<file path="src/design/fsjr_pkg.sv">
// Package for the feeder step and jam recovery sequencer.
// Holds the transaction payload types, configuration types, codes and defaults.
// No dependencies.
package fsjr_pkg;

  // Configuration register indexes
  localparam logic [2:0] CFG_JAM_TIMEOUT   = 3'd0;
  localparam logic [2:0] CFG_BACKOFF_TIME  = 3'd1;
  localparam logic [2:0] CFG_RETREAT_ANGLE = 3'd2;
  localparam logic [2:0] CFG_RAPID_STEP    = 3'd3;
  localparam logic [2:0] CFG_SINGLE_STEP   = 3'd4;
  localparam logic [2:0] CFG_SETTLE_TOL    = 3'd5;
  localparam logic [2:0] CFG_STALL_SPEED   = 3'd6;

  localparam int unsigned CFG_IDX_W  = 3;
  localparam int unsigned CFG_DATA_W = 16;

  // Register defaults
  localparam logic [15:0] JAM_TIMEOUT_RST   = 16'd500;
  localparam logic [15:0] BACKOFF_TIME_RST  = 16'd500;
  localparam logic [15:0] RETREAT_ANGLE_RST = 16'd960;
  localparam logic [15:0] RAPID_STEP_RST    = 16'd320;
  localparam logic [15:0] SINGLE_STEP_RST   = 16'd960;
  localparam logic [11:0] SETTLE_TOL_RST    = 12'd48;
  localparam logic [14:0] STALL_SPEED_RST   = 15'd5000;

  // Run mode codes
  localparam logic [1:0] MODE_RELAX = 2'd0;
  localparam logic [1:0] MODE_START = 2'd1;
  localparam logic [1:0] MODE_STOP  = 2'd2;

  // Fire command codes
  localparam logic [1:0] FIRE_NONE   = 2'd0;
  localparam logic [1:0] FIRE_SINGLE = 2'd1;
  localparam logic [1:0] FIRE_RAPID  = 2'd2;
  localparam logic [1:0] FIRE_STOP   = 2'd3;

  // Feed state codes as seen on the result channel
  localparam logic [2:0] FEED_IDLE  = 3'd0;
  localparam logic [2:0] FEED_BEGIN = 3'd1;
  localparam logic [2:0] FEED_STEP  = 3'd2;
  localparam logic [2:0] FEED_RAPID = 3'd3;
  localparam logic [2:0] FEED_BACK  = 3'd4;

  typedef struct packed {
    logic [1:0]         mode;
    logic [1:0]         shot_req;
    logic signed [31:0] measured_angle;
    logic [31:0]        now_ms;
    logic signed [15:0] motor_rpm;
  } in_item_t;

  typedef struct packed {
    logic signed [31:0] target_angle;
    logic [2:0]         feed_state;
  } out_item_t;

  typedef struct packed {
    logic [15:0] jam_timeout_ms;
    logic [15:0] backoff_time_ms;
    logic [15:0] retreat_angle;
    logic [15:0] rapid_step_angle;
    logic [15:0] single_step_angle;
    logic [11:0] settle_tolerance;
    logic [14:0] stall_speed_rpm;
  } cfg_t;

  // Saturate a 33 bit signed sum to the signed 32 bit range
  function automatic logic signed [31:0] sat33(input logic signed [32:0] v);
    logic signed [31:0] r;
    if (v[32] != v[31]) begin
      r = v[32] ? 32'sh8000_0000 : 32'sh7FFF_FFFF;
    end else begin
      r = v[31:0];
    end
    return r;
  endfunction

endpackage

</file>
<file path="src/design/fsjr_core.sv">
// Sequencer core: phase machine, set point and move timestamp, plus result register.
// Depends on fsjr_pkg.
module fsjr_core (
  input  logic              clk,
  input  logic              rst_n,
  input  logic              adv,
  input  fsjr_pkg::in_item_t item,
  input  fsjr_pkg::cfg_t    cfg,
  output fsjr_pkg::out_item_t res
);
  import fsjr_pkg::*;

  typedef enum logic [2:0] {
    PH_IDLE  = FEED_IDLE,
    PH_BEGIN = FEED_BEGIN,
    PH_STEP  = FEED_STEP,
    PH_RAPID = FEED_RAPID,
    PH_BACK  = FEED_BACK
  } phase_t;

  phase_t             phase_r, phase_nxt;
  logic signed [31:0] goal_r, goal_nxt;
  logic [31:0]        start_r, start_nxt;
  out_item_t          res_r;

  logic signed [32:0] meas_x;
  logic signed [31:0] single_goal, rapid_goal, back_goal;
  logic signed [32:0] err;
  logic [32:0]        abs_err;
  logic               settled;
  logic [31:0]        elapsed;
  logic               jam_to, back_to, slow;

  // Candidate set points, saturated
  assign meas_x      = {item.measured_angle[31], item.measured_angle};
  assign single_goal = sat33(meas_x - $signed({17'b0, cfg.single_step_angle}));
  assign rapid_goal  = sat33(meas_x - $signed({17'b0, cfg.rapid_step_angle}));
  assign back_goal   = sat33(meas_x + $signed({17'b0, cfg.retreat_angle}));

  // Settle check: |goal - measured| < tolerance
  assign err     = $signed({goal_r[31], goal_r}) - meas_x;
  assign abs_err = err[32] ? 33'(-err) : 33'(err);
  assign settled = abs_err < {21'b0, cfg.settle_tolerance};

  // Timeouts on wrapping ms counter
  assign elapsed = item.now_ms - start_r;
  assign jam_to  = elapsed > {16'b0, cfg.jam_timeout_ms};
  assign back_to = elapsed > {16'b0, cfg.backoff_time_ms};
  assign slow    = item.motor_rpm < $signed({1'b0, cfg.stall_speed_rpm});

  // Next state
  always_comb begin
    phase_nxt = phase_r;
    goal_nxt  = goal_r;
    start_nxt = start_r;
    if (item.mode != MODE_START) begin
      phase_nxt = PH_IDLE;
      goal_nxt  = item.measured_angle;
    end else begin
      unique case (phase_r)
        PH_BEGIN: begin
          phase_nxt = PH_STEP;
          goal_nxt  = single_goal;
          start_nxt = item.now_ms;
        end
        PH_STEP: begin
          priority if (settled) begin
            phase_nxt = PH_IDLE;
          end else if (jam_to) begin
            phase_nxt = PH_BACK;
            goal_nxt  = back_goal;
            start_nxt = item.now_ms;
          end else begin
            phase_nxt = PH_STEP;
          end
        end
        PH_RAPID: begin
          goal_nxt = rapid_goal;
          priority if (jam_to) begin
            if (slow) begin
              phase_nxt = PH_BACK;
              goal_nxt  = back_goal;
              start_nxt = item.now_ms;
            end
          end else if (item.shot_req == FIRE_STOP) begin
            phase_nxt = PH_IDLE;
          end else begin
            phase_nxt = PH_RAPID;
          end
        end
        PH_BACK: begin
          priority if (settled) begin
            phase_nxt = PH_BEGIN;
          end else if (back_to) begin
            phase_nxt = PH_IDLE;
          end else begin
            phase_nxt = PH_BACK;
          end
        end
        default: begin
          // idle: only single shot or rapid fire leave
          priority if (item.shot_req == FIRE_SINGLE) begin
            phase_nxt = PH_BEGIN;
          end else if (item.shot_req == FIRE_RAPID) begin
            phase_nxt = PH_RAPID;
            start_nxt = item.now_ms;
          end else begin
            phase_nxt = PH_IDLE;
          end
        end
      endcase
    end
  end

  // State and result register
  always_ff @(posedge clk) begin
    if (!rst_n) begin
      phase_r <= PH_IDLE;
      goal_r  <= '0;
      start_r <= '0;
    end else if (adv) begin
      phase_r <= phase_nxt;
      goal_r  <= goal_nxt;
      start_r <= start_nxt;
    end
  end

  always_ff @(posedge clk) begin
    if (adv) begin
      res_r.target_angle <= goal_nxt;
      res_r.feed_state   <= phase_nxt;
    end
  end

  assign res = res_r;

endmodule

</file>
<file path="src/design/feeder_step_jam_recovery_fsm.sv">
// Feeder step and jam recovery sequencer, top level.
// An input transaction passes the input register, then the core result register.
// Throughput: one transaction per cycle unless a result is held (single core stage).
// A held result stalls the input register; input stays ready while the output drains.
// Reset (synchronous, rst_n low): registers to defaults, phase idle, set point
// and move stamp zero, pipeline empty. Depends on fsjr_pkg and fsjr_core.
module feeder_step_jam_recovery_fsm (
  input  logic                              clk,
  input  logic                              rst_n,
  input  logic                              in_valid,
  output logic                              in_ready,
  input  fsjr_pkg::in_item_t                in_data,
  output logic                              out_valid,
  input  logic                              out_ready,
  output fsjr_pkg::out_item_t               out_data,
  input  logic                              cfg_we,
  input  logic [fsjr_pkg::CFG_IDX_W-1:0]    cfg_index,
  input  logic [fsjr_pkg::CFG_DATA_W-1:0]   cfg_wdata
);
  import fsjr_pkg::*;

  cfg_t     cfg_r;
  in_item_t s1_data_r;
  logic     s1_valid_r;
  logic     out_valid_r;
  logic     adv;

  // Handshake: core stage moves when the result register is free or draining
  assign adv      = s1_valid_r && (!out_valid_r || out_ready);
  assign in_ready = !s1_valid_r || adv;
  assign out_valid = out_valid_r;

  // Configuration registers
  always_ff @(posedge clk) begin
    if (!rst_n) begin
      cfg_r.jam_timeout_ms    <= JAM_TIMEOUT_RST;
      cfg_r.backoff_time_ms   <= BACKOFF_TIME_RST;
      cfg_r.retreat_angle     <= RETREAT_ANGLE_RST;
      cfg_r.rapid_step_angle  <= RAPID_STEP_RST;
      cfg_r.single_step_angle <= SINGLE_STEP_RST;
      cfg_r.settle_tolerance  <= SETTLE_TOL_RST;
      cfg_r.stall_speed_rpm   <= STALL_SPEED_RST;
    end else if (cfg_we) begin
      unique case (cfg_index)
        CFG_JAM_TIMEOUT:   cfg_r.jam_timeout_ms    <= cfg_wdata;
        CFG_BACKOFF_TIME:  cfg_r.backoff_time_ms   <= cfg_wdata;
        CFG_RETREAT_ANGLE: cfg_r.retreat_angle     <= cfg_wdata;
        CFG_RAPID_STEP:    cfg_r.rapid_step_angle  <= cfg_wdata;
        CFG_SINGLE_STEP:   cfg_r.single_step_angle <= cfg_wdata;
        CFG_SETTLE_TOL:    cfg_r.settle_tolerance  <= cfg_wdata[11:0];
        CFG_STALL_SPEED:   cfg_r.stall_speed_rpm   <= cfg_wdata[14:0];
        default: ;
      endcase
    end
  end

  // Input register
  always_ff @(posedge clk) begin
    if (!rst_n) begin
      s1_valid_r <= 1'b0;
    end else if (in_ready) begin
      s1_valid_r <= in_valid;
    end
  end

  always_ff @(posedge clk) begin
    if (in_ready && in_valid) begin
      s1_data_r <= in_data;
    end
  end

  // Result valid
  always_ff @(posedge clk) begin
    if (!rst_n) begin
      out_valid_r <= 1'b0;
    end else if (adv) begin
      out_valid_r <= 1'b1;
    end else if (out_ready) begin
      out_valid_r <= 1'b0;
    end
  end

  fsjr_core u_core (
    .clk   (clk),
    .rst_n (rst_n),
    .adv   (adv),
    .item  (s1_data_r),
    .cfg   (cfg_r),
    .res   (out_data)
  );

endmodule

</file>
<file path="config.mk">
export PLATFORM = sky130hd
export DESIGN_NAME = feeder_step_jam_recovery_fsm
export DESIGN_NICKNAME = d
export VERILOG_FILES = /design/src/design/fsjr_pkg.sv /design/src/design/fsjr_core.sv /design/src/design/feeder_step_jam_recovery_fsm.sv
export SDC_FILE = /design/constraint.sdc
export NUM_CORES = 1
export LEC_CHECK = 0
export BUFFER_PORTS_ARGS = -buffer_cell sky130_fd_sc_hd__buf_2
export CELL_PAD_IN_SITES_DETAIL_PLACEMENT = 1
export CELL_PAD_IN_SITES_GLOBAL_PLACEMENT = 1
export CORE_UTILIZATION = 47
export CTS_CLUSTER_DIAMETER = 30
export DETAILED_ROUTE_END_ITERATION = 7
export PLACE_DENSITY_LB_ADDON = 0.12
export SYNTH_ARGS = -nofsm -noshare
export SYNTH_HDL_FRONTEND = slang
export SYNTH_SLANG_ARGS = --single-unit
export TNS_END_PERCENT = 50
</file>
<file path="constraint.sdc">
create_clock -name clk -period 6.8 [get_ports clk]
set_input_delay 1.36 -clock clk [delete_from_list [all_inputs] [get_ports clk]]
set_output_delay 1.36 -clock clk [all_outputs]
set_load 0.05 [all_outputs]
</file>
==> summary.md, run 1 <==
| Metric | Value |
|---|---|
| CTS Buf Count | `82` |
| Final setup vio count | `0` |
| H-tree depth | `3` |
| Drt via density | `~6.1` |
| Status | `finished, final reports clean` |
| CTS Hold Bufs | `0` |
| Fin Setup TNS | `0 ns` |
| Crit Path Max Fanout | `11` |
| Die Ht | `approximately 220 um` |
| Top_reg_cell synth | `dfxtp_1` |
| Iter 0 DRT Violations | `roughly 1400` |
| Synth Register Bits | `between 200 and 300` |
| Post-cts resize count | `0` |
| Final Cycle Share | `around 96%` |
| Die ar. | `~47000 um^2` |
| Most frequent cells in the layout | `nand2_1, nor2_1, inv_1` |
| EDFF count, synth | `~120` |
| RSZ-0062 raised after global routing | `no` |
| Total gr overflow | `0` |
| Clk_skew | `between 0.05 and 0.06 ns` |
| I/O pins | `about 150` |
| Max cap viols | `0` |
| Setup WS pre-CTS | `approximately 0.15 ns` |
| WP data arrival | `between 6 and 7 ns` |
| Worst-case clock buffer depth | `3` |
| Setup crit end kind | `flop` |
| Commonest non-fill, non-tap cell in the layout | `nand2_1` |
| Fin. Hold Viols | `0` |
| Post-synth ARST share | `0%` |
| Worst-Skew Late Latency | `~0.64 ns` |
| Max VDD drop | `between 0.0002 and 0.0003 V` |
| CP startpoint kind | `flop` |
| Remaining DRCs | `0` |
| Worst-Margin Slew | `roughly 1.2 ns` |
| NumNets Final | `a little over 3000` |
| Power after layout | `7.179 mW` |
| Final WL | `80480 um` |
| Share of post-route cells with drive strength above 1 | `15.20%` |
| Post-CTS Setup Repair Bufs | `0` |
| Starting Density | `47.55%` |
| Pwr dens | `~280 nW/um^2` |
| Yosys warnings | `0` |
| Vias in the first global route | `between 20000 and 25000` |
| Distinct cells, synth | `93` |
| DR vias | `~21000` |
| Tot GR Track Use | `between 30 and 40%` |
| Clk slew on worst S/H paths | `~0.05 ns` |
| Worst EP required | `between 7 and 8 ns` |
| Largest stage delay, worst path | `0.56 ns` |
| Final core occ | `57.19%` |
| Final WS setup | `0.2666 ns` |
| Fin. max-slew vios | `0` |
| Syn Nets | `just under 3000` |
| Synth Cell Area | `between 20000 and 25000 um^2` |
| Final Cell Area | `25900 um^2` |
| Slew margin rel. | `between 10% and 20%` |
| Static leakage power | `10.22 nW` |
| Area Growth Syn to Fin | `20.26%` |
| Dpl hpwl | `58180 um` |
| First-pass GRT wire length | `125400 um` |
| Die width | `approximately 220 um` |
| Drt first pass iters | `5` |
| CTS tree | `built` |
| Worst hold path type | `flop to flop` |
| Row count | `78` |
| Clock Sinks | `~300` |
| Placeable Area | `between 40000 and 50000 um^2` |
| WL/cell | `between 20 and 25 um` |
| IO Port Bufs | `~140` |
| Largest net degree at the start of global routing | `110` |
| Post-route ant nets | `0` |
| Register area share after synthesis | `about a third` |
| Root Buffer | `clkbuf_16` |
| Syn avg cell area | `about 8.1 um^2` |
| Placed standard-cell area | `22970 um^2` |
| Achievable frequency | `between 0.15 and 0.2 GHz` |
| Crit-path slowest cell | `or4_1` |
| Setup CP Type | `flop to flop` |
| Post-Synthesis Cells | `about 2700` |
| Fin crit period | `6.533 ns` |
| Placer Congestion | `0.9633` |
| Antenna violations before repair | `4` |
-- per-layer routing --
metal | part of all wire [%] | vias up | global-route usage [%]
li1 | - | 9931 | -
met1 | 42 | 10550 | 41.18
met2 | 49 | 638 | 59.41
met3 | 5.5 | 194 | 6.526
met4 | 3.1 | 8 | 12.84
met5 | 0.063 | - | 0
-- flip-flops by register name (all words and copies together), names as in the netlist --
| signal | flops |
|---|---|
| cfg_r | 107 |
| u_core.phase_r | 3 |
| s1_data_r | 84 |
| u_core.res | 35 |
| u_core.start_r | 32 |
| s1_valid_r | 1 |
| out_valid | 1 |
| u_core.goal_r | 32 |
-- report_power, final --
group          total (mW)  internal (mW)  switching (mW)
sequential           1.98           1.93          0.0563
clock                4.02           2.75            1.27
combinational        1.17          0.418           0.756
total                7.18           5.10            2.08
-- cell type report --
class / count / area, um^2
diodes: 1 / 2.502
clock buffers: 98 / 2143
clock inverters: 56 / 752.0
fillers: 5407 / 19390
inverters: 188 / 705.7
multi-input cells: 2050 / 13270
flip-flops and latches: 295 / 7097
well taps: 600 / 750.7
repair buffers: 202 / 1175
-- cells in the mapped netlist (39+ instances only) --
cell	n	area share [%]
xnor2_1	77	3.1
nand3_1	101	2.3
a21o_1	39	1.4
a21boi_0	88	3.1
edfxtp_1	119	17
ha_1	173	10
inv_1	185	3.2
dfxtp_1	176	16
clkbuf_1	90	1.6
o211ai_1	47	1.6
nor2_1	201	3.5
nor3_1	53	1.2
o21ai_0	146	3.4
a21oi_1	147	3.4
nand2_1	394	6.9
-- through the flow --
step	hold slack, ns	instances
floorplan	0.4371	2653
global placement	0.4433	3335
detailed placement	0.4510	3335
CTS	0.4596	3489
global route	0.4705	3489
finish	0.4563	3490
-- worst paths after layout --
| check | from | to | slack [ns] | depth (start not counted) |
|---|---|---|---|---|
| worst max register to register | s1_data_r[48] | u_core.res[10] | 0.27 | 26 |
| worst max-delay path | s1_data_r[48] | u_core.res[10] | 0.27 | 26 |
| worst min-delay path | u_core.start_r[5] | u_core.start_r[5] | 0.46 | 2 |
| worst min register to register | u_core.start_r[5] | u_core.start_r[5] | 0.46 | 2 |
-- kinds of logic (layout without fill, tap and decap cells) --
group | count (synthesis) | after routing | share of synthesized area [%]
muxes | 9 | 9 | 0.4242
adders and majority gates | 180 | 180 | 10.61
buffers and inverters | 308 | 544 | 5.758
and+or+nand+nor | 999 | 999 | 22.23
AOI/OAI and AO/OA | 759 | 759 | 23.84
other | 0 | 1 | 0
DFF | 295 | 295 | 32.96
xor gates and xnor gates | 103 | 103 | 4.189
-- critical path, delay by kind of cell (launching register included) --
kind,cells,cell delay (ns)
flops,1,0.46
buf+inv,2,0.43
compound gates,12,2.31
fa+ha+maj,3,0.98
simple gates,8,1.94
xor+xnor,1,0.15
(Power assumes the default switching activity.)
==> inputs of run 2 (changes only) <==
Settings changed: CORE_MARGIN set to 5.
==> run 2 against run 1 <==
Net effect: worst setup slack better by 0.16 ns; critical endpoint is now u_core.goal_r[17]; wire length down 1.7%; highest routed layer unchanged; largest power group unchanged; final area fell by 1.4%; first-iteration DRC count is 7.2% lower; non-clock buffer count fell by 7; clock-buffer cell count decreased by 13.
==> summary.md, run 2 (same netlist as run 1, synthesis figures left out) <==
| Metric | Value |
|---|---|
| Final Cycle Share | `93.70% (-2.4 points)` |
| Post-route insts no fill | `3463 (-0.77%)` |
| Worst-case clock buffer depth | `3 (unchanged)` |
| Largest register FFs | `107 (unchanged)` |
| Sequential cell area | `7097 um^2 (unchanged)` |
| Tot GR Track Use | `30.79% (-3.2 points)` |
| Max VDD drop | `0.0003285 V (+11%)` |
| Setup CP Type | `flop to flop` |
| Area occupied by multi-input gates | `13270 um^2 (about the same)` |
| Placeable Area | `45380 um^2 (+0.22%)` |
| Largest net degree at the start of global routing | `126 (+15%)` |
| Setup crit end kind | `flop` |
| Crit path to | `u_core.goal_r[17]` |
| CTS Buf Count | `72 (-12%)` |
| Fill cell count | `5443 (+0.67%)` |
| Status | `finished, final reports clean` |
| Placer Congestion | `0.8945 (-7.1%)` |
| Area Growth Syn to Fin | `18.56%` |
| Worst EP required | `7.31 ns (+0.16 ns)` |
| Fin Setup TNS | `0 ns (unchanged)` |
| CTS tree | `built` |
| I/O pins | `145 (unchanged)` |
| Remaining DRCs | `0 (unchanged)` |
| Die width | `224.0 um (+3.7%)` |
| Max cap viols | `0 (unchanged)` |
| Final Cell Area | `25530 um^2 (-1.4%)` |
| Slew margin rel. | `13.24% (-4.8 points)` |
| Crit Path Max Fanout | `11 (unchanged)` |
| DR vias | `21100 (-1.0%)` |
| Die Ht | `224.0 um (+3.7%)` |
| Final WL | `79140 um (-1.7%)` |
| CP Depth | `17 (-35%)` |
| CP startpoint kind | `flop` |
| Share of post-route cells with drive strength above 1 | `14.99% (-0.21 points)` |
| Iter 0 DRT Violations | `1283 (-7.2%)` |
| Row count | `78 (unchanged)` |
| Die ar. | `50200 um^2 (+7.5%)` |
| Most frequent cells in the layout | `nand2_1, nor2_1, inv_1` |
| Fin crit period | `6.371 ns (-0.1620 ns)` |
| Final setup vio count | `0 (unchanged)` |
| Final core occ | `56.26% (-0.93 points)` |
| Crit path from | `s1_data_r[53]` |
| Placed standard-cell area | `22940 um^2 (-0.12%)` |
| Dpl hpwl | `58180 um (about the same)` |
| Pwr dens | `264.0 nW/um^2 (-4.8%)` |
| Static leakage power | `10.04 nW (-1.8%)` |
| Placed Cells | `3327 (-0.24%)` |
| Drt first pass iters | `6 (+1)` |
| R2r setup slk | `0.43 ns (+0.16 ns)` |
| Starting Density | `47.45% (-0.10 points)` |
| Worst-Skew Late Latency | `0.61 ns (-0.03 ns)` |
| WP data arrival | `6.88 ns (about the same)` |
| Clk_skew | `0.02488 ns (-0.03356 ns)` |
| Final WS setup | `0.4286 ns (+0.1620 ns)` |
| Worst hold path type | `flop to flop` |
| Antenna violations before repair | `2 (-2)` |
| Clk slew on worst S/H paths | `0.05 ns (about the same)` |
| Worst Path Buf+Inv | `1 (-1)` |
| R2R Path Start | `s1_data_r[53]` |
| Fin. Hold Viols | `0 (unchanged)` |
| Vias in the first global route | `22450 (-1.2%)` |
| Commonest non-fill, non-tap cell in the layout | `nand2_1` |
| Setup WS pre-CTS | `0.2229 ns (+0.06925 ns)` |
| CTS Hold Bufs | `0 (unchanged)` |
| Post-route ant nets | `0 (unchanged)` |
| Reg with most FFs | `cfg_r` |
| Fin. max-slew vios | `0 (unchanged)` |
| Power after layout | `6.739 mW (-6.1%)` |
| WL/cell | `22.85 um (-0.90%)` |
| Crit-path slowest cell | `a211oi_2` |
| IO Port Bufs | `144 (unchanged)` |
| Reg-to-Reg End | `u_core.goal_r[17]` |
| Clock Sinks | `295 (unchanged)` |
| Hold Slack | `0.4563 ns (-0.00001200 ns)` |
| Worst reg2reg path depth | `17 (-35%)` |
| Largest stage delay, worst path | `0.81 ns (+0.25 ns)` |
| Root Buffer | `clkbuf_16` |
| First-pass GRT wire length | `124200 um (-0.97%)` |
| Crit path max-delay family | `compound AO/OA/AOI/OAI gates` |
| Total gr overflow | `0 (unchanged)` |
| Drt via density | `6.094 (-0.25%)` |
| Cell chain of the critical path | `inv_1 -> ha_1 -> o211ai_1 -> a21oi_1 -> o21ai_0 -> a31oi_1 -> o311ai_1 -> nand3_1 -> or4_4 -> nor4_4 -> nor4b_1 -> a211o_1 -> and4_4 -> a211oi_2 -> a22o_1 -> o22ai_1 -> o31ai_1` |
| Achievable frequency | `0.1570 GHz (+2.5%)` |
| NumNets Final | `3088 (-0.55%)` |
| Worst-Margin Slew | `1.301 ns (+0.08164 ns)` |
| H-tree depth | `3 (unchanged)` |
## run 2: cell type report
class                   instances  area share [%]
diodes                          1        0.009802
clock buffers                  85           7.655
clock inverters                49           2.362
inverters                     188           2.779
multi-input cells            2050           51.96
flip-flops and latches        295           27.80
well taps                     600           2.941
repair buffers                195           4.494
## run 2: worst min path at each step
stage | start | to | cells past startpoint
2_1_floorplan | u_core.start_r[10] | u_core.start_r[10] | 2
3_3_place_gp | u_core.start_r[27] | u_core.start_r[27] | 2
3_5_place_dp | u_core.start_r[7] | u_core.start_r[7] | 2
4_1_cts | u_core.start_r[28] | u_core.start_r[28] | 2
5_1_grt | u_core.start_r[2] | u_core.start_r[2] | 2
6_report | u_core.start_r[28] | u_core.start_r[28] | 2
## run 2: worst register-to-register path, stage by stage, from the launching register on
cell and delay, ns:
edfxtp_1 0.51, inv_1 0.08, ha_1 0.44, o211ai_1 0.20, a21oi_1 0.15, o21ai_0 0.41, a31oi_1 0.27, o311ai_1 0.75
nand3_1 0.41, or4_4 0.54, nor4_4 0.34, nor4b_1 0.10, a211o_1 0.29, and4_4 0.23, a211oi_2 0.81, a22o_1 0.29
o22ai_1 0.13, o31ai_1 0.30
## run 2: per-layer routing
layer  global-route usage [%]  share of wire (%)  vias up
met5                        0              0.023        -
met4                    12.08                3.7        2
met3                    4.390                4.8      182
met2                    54.91                 50      571
met1                    37.53                 42    10450
li1                         -                  -     9897
## run 2: what timing repair did
item,4_1_cts,5_1_grt
gates resized for setup,0,8
endpoints found under the setup margin,0,95
buffers inserted,0,1
## run 2: where the power goes
group / leakage (nW) / switching (mW) / internal, mW / total [mW]
combinational: 6.22 / 0.748 / 0.415 / 1.16
clock: 1.25 / 1.20 / 2.39 / 3.59
sequential: 2.58 / 0.0582 / 1.93 / 1.99
